### config.mk
export PLATFORM = sky130hd
export DESIGN_NAME = swc_ram
export DESIGN_NICKNAME = d
export VERILOG_FILES = /design/src/rtl/swc_ram.sv
export SDC_FILE = /design/constraint.sdc
export NUM_CORES = 1
export LEC_CHECK = 0
export BUFFER_PORTS_ARGS = -buffer_cell sky130_fd_sc_hd__buf_2
export CELL_PAD_IN_SITES_DETAIL_PLACEMENT = 1
export CELL_PAD_IN_SITES_GLOBAL_PLACEMENT = 1
export CORE_AREA = 4 4 237 296
export DETAILED_ROUTE_END_ITERATION = 6
export DIE_AREA = 0 0 241 300
export MAX_ROUTING_LAYER = met4
export PLACE_DENSITY_LB_ADDON = 0.1
export SYNTH_ARGS = -nofsm -noshare
export SYNTH_HDL_FRONTEND = slang
export SYNTH_SLANG_ARGS = --single-unit
### constraint.sdc
create_clock -name clk_i -period 4.4 [get_ports clk_i]
set_clock_uncertainty 0.1 [all_clocks]
set_input_delay 0.22 -clock clk_i [delete_from_list [all_inputs] [get_ports clk_i]]
set_output_delay 0.22 -clock clk_i [all_outputs]
set_load 0.05 [all_outputs]
### src/rtl/swc_ram.sv
`timescale 1ns / 1ps
// Generic single-port-write, single-read synchronous RAM with registered read.
// No dependencies.
module swc_ram #(
  parameter int unsigned Width = 16,
  parameter int unsigned Depth = 64
) (
  input  logic                     clk_i,
  input  logic                     we_i,
  input  logic [$clog2(Depth)-1:0] waddr_i,
  input  logic [Width-1:0]         wdata_i,
  input  logic [$clog2(Depth)-1:0] raddr_i,
  output logic [Width-1:0]         rdata_o
);
  logic [Width-1:0] mem_q [Depth];

  always_ff @(posedge clk_i) begin
    if (we_i) begin
      mem_q[waddr_i] <= wdata_i;
    end
    rdata_o <= mem_q[raddr_i];
  end
endmodule
### Word-level counts from Yosys, hierarchy flattened

Memory sizes are Yosys's and may differ from the RTL's. A register that Yosys moved wholly into a read port is not among the register bits.
Index checks and enable logic that the tools add are counted.

| word-level totals | value |
|---|---|
| flip-flop bits (word level) | 0 |
| RAM bits | 1024 |
| output and inout bits | 16 |
| word-level logic and storage cells | 3 |
| memories kept | 1 |

| cells by class | value |
|---|---|
| mux-type cells | 2 |

Memory list:

| memory | words | width | rd ports | clocked after memory_dff | write ports | RTL line | text |
|---|---|---|---|---|---|---|---|
| mem_q | 64 | 16 | 1 | 1 | 1 | 15 | `logic [Width-1:0] mem_q [Depth];` |

Operator list:

| cell | count |
|---|---|
| 2-to-1 mux 1 bit | 2 |

### Longest topological paths before layout

| logic depth | value |
|---|---|
| word-level depth | 2 |
| gate-level depth with buffers | 10 |

### Worst setup path before layout

Ideal clock, no wire load.

| timing path | value |
|---|---|
| path kind | input port to flip-flop |
| start point | input port waddr_i[3] |
| end point | memory mem_q[48][0] (enable) |
| setup time | 409 ps |
| arrival | 1846 ps |
| data required time | 3891 ps |
| setup slack | 2045 ps |
| cell stages on the path | 4 |
| buffers on the path | 1 |
| cell sequence | clkbuf_1 > nor2b_1 > nand4b_1 > nor3_1 |

RTL lines:

| element | RTL line | text |
|---|---|---|
| start, declared | 10 | `input logic [$clog2(Depth)-1:0] waddr_i,` |
| end, declared | 15 |  |

Straight into the memory's write port.

==> impl_metrics.yaml <==
outcome:
  status: "complete, no violations"
critical_path:
  critPathMaxStageDelay_ns: 0.92
  cpMaxStageDelayCell: "a221oi_1"
  crit_family: "buffers and inverters"
  endpoint_kind: "register"
  path_cells: "buf_8, buf_12, buf_4, mux4_2, mux2_2, a221oi_1, a311oi_1"
  cp_max_fo: 59
  start_kind: "input port"
  worstPathArrival_ns: 3.30
  r2r_cells: 4
  crit_buf_inv: 3
  worst-path-stages: 7
  setup.worst_path.class: "input port to register"
  critPathRequiredTime_ns: 4.77
clock_tree:
  clock_path_buffers: 3
  cts_buffers: 98
  numClockSinks: 1040
  cts.reportedPaths.clkPinSlew_ns: 0.06
  clk_latency_ns: 0.65
  cts_root_buf: "clkbuf_16"
  htreeDepth: 3
  post_cts_buffers: 0
  cts_tree: "done"
routing:
  wl_um: 104000
  drcViolationCount: 0
  first_pass_iters: 5
  drt-initial-drc-count: 2555
  antenna_left: 0
  vias: 19600
  wl_per_cell_um: 35.3
  via_per_inst: 6.69
place:
  hpwlAfterDp_um: 62100
  post-place-ws_ns: 0.730
  place_congestion: 0.841
  placed_cells: 2746
  port-buffer-count: 45
floorplanning:
  rows: 106
  initial_utilization_pct: 59.7
  die_w_um: 241
  core_area_mm2: 0.0671
  die_area_mm2: 0.0723
  io-pin-count: 46
  die_h_um: 300
global_route:
  grt_pass1_vias: 21000
  grt_max_degree: 97
  grt_pass1_wl_um: 151000
  grtUsageTotal_pct: 30.3
  grt_overflow: 0
  antenna_found_initial: 2
cells_and_area:
  area_growth_pct: 11.8
  drive_above_1_share_pct: 26.5
  final_nets: 2017
  layoutNonFillerInstCount: 2935
  fillerInstances: 5229
yosys:
  synth-main-ff-cell: "edfxtp_1"
  ys_ff_latch: 1040
  synthCells: 1829
  synth-warning-count: 0
  avgSynthCellArea_um2: 21.9
  synth.cell_area_mm2: 0.0400
  synth_cell_types: 43
  synth-edff-count: 1024
  async_flop_share_pct: 0
  syn-num-nets: 1859
  ys_seq_area_share_pct: 77.6
sta:
  rsz0062_at_grt: "no"
  relSlewSlack_pct: 19.6
  tightest_slew_ns: 1.20
  layout_min_cycle_time_ns: 2.94
  setup_ws_ns: 1.46
  setup_viol: 0
  drv_slew: 0
  timing.setup.tns_ns: 0
  hold_viol: 0
  fmax_ghz: 0.341
  fin_crit_sh_pct: 66.7
power_and_ir_drop:
  power.density_mw_per_mm2: 457
  ir_drop_uv: 356
  power.static_leakage_nw: 14.3
job:
  cap_violations: 0
min_path:
  whs_path_depth: 2
  worstHoldPathType: "input port to register"
## cells by family (layout without fill, tap and decap cells)
| logic type | Yosys count | count (layout) | synth area share [%] |
|---|---|---|---|
| DFF | 1040 | 1040 | 77.6 |
| and+or+nand+nor | 220 | 220 | 2.65 |
| muxes | 336 | 336 | 15.5 |
| buffers and inverters | 104 | 341 | 1.83 |
| other | 0 | 5 | 0 |
| AOI/OAI and AO/OA | 129 | 129 | 2.41 |
## worst reg2reg max path: stages (launching register included)
cell and delay [ns]:
edfxtp_1 0.37, mux4_2 0.49, mux2_2 0.28, a221oi_1 0.92
a311oi_1 0.08
## layout by cell type, fill, tap and decap left out, types with 3 or more instances in the layout
cell type and n:
clkinv_2 13, a221o_1 6, o21ai_1 3, nor2b_1 30, a211o_1 8, diode_2 5
nand2_1 59, a31oi_1 8, mux4_1 4, clkinvlp_4 4, and4_1 5, buf_2 42
clkbuf_16 101, bufinv_16 9, buf_12 5, nand2b_1 3, mux2_2 27, nand3_1 24
clkbuf_8 3, buf_4 107, a22oi_1 39, nor2_1 72, dfxtp_1 16, a22o_1 6
nand4_1 12, nor4_2 3, a311oi_1 8, mux4_2 220, clkbuf_1 28, a211oi_1 8
a21oi_1 17, dlygate4sd3_1 5, mux2i_1 85, o21ai_0 5, edfxtp_1 1024, a221oi_1 16
a41oi_1 5, clkinv_1 17
## flip-flops by register name (all words and copies together) (netlist names)
register  count
mem_q      1024
rdata_o      16
## power breakdown
group / leakage, nW / total, mW / internal (mW) / switching (mW)
combinational: 3.40 / 1.12 / 0.366 / 0.752
clock: 1.52 / 8.35 / 4.79 / 3.56
sequential: 9.35 / 11.0 / 11.0 / 0.0435
total: 14.3 / 20.5 / 16.1 / 4.36
## routing by layer
layer | vias to the layer above | share of wire, % | global-route usage [%]
met1 | 10600 | 37 | 40.2
met2 | 912 | 52 | 49.2
met5 | - | 0 | -
li1 | 7997 | - | -
met3 | 163 | 7.2 | 4.39
met4 | 0 | 3.8 | 10.5
## final cells by class
class                   count  area (um^2)  share of cell area (%)
flip-flops and latches   1040        31100                    69.4
multi-input cells         685         8250                    18.4
clock buffers             132         2670                    5.97
repair buffers            162         1200                    2.69
well taps                 864         1080                    2.42
clock inverters            47          472                    1.05
diodes                      5         12.5                  0.0280
## timing repair
item                                   CTS  global route
resized for setup                        0             0
hold buffers                             5             0
endpoints found under the hold margin   75             0
## path summary, 6_finish.rpt
check / startpoint / end / slack (ns)
worst max-delay path: raddr_i[0] / rdata_o[15]$_DFF_P_ / 1.46
worst min-delay path: wdata_i[15] / mem_q[41][15]$_DFFE_PP_ / 0.14
worst max register to register: mem_q[61][15]$_DFFE_PP_ / rdata_o[15]$_DFF_P_ / 1.97
worst min register to register: mem_q[37][13]$_DFFE_PP_ / rdata_o[13]$_DFF_P_ / 0.80
## cells in the mapped netlist (all sizes together) (17+ instances only)
cell type,n,share of area [%]
a22oi,39,0.73
mux2,27,0.76
mux2i,85,2.1
buf,77,1.6
clkbuf,27,0.27
mux4,224,13
nand3,24,0.30
nor2b,30,0.47
nand2,60,0.58
nor2,74,0.71
edfxtp,1024,77
a21oi,17,0.21
## per-stage QoR
stage | area, um^2 | power, mW | util [%] | hold slack (ns)
after floorplan | 40000 | 11.8 | - | 0.219
after global placement | 41600 | 12.3 | 61.9 | 0.563
after detailed placement | 41600 | 12.3 | 61.9 | 0.580
after CTS | 44800 | 20.6 | 66.7 | 0.125
after global routing | 44800 | 21.1 | 66.7 | 0.142
final | 44800 | 20.5 | 66.7 | 0.137
Power figures use the tool's default switching activity.
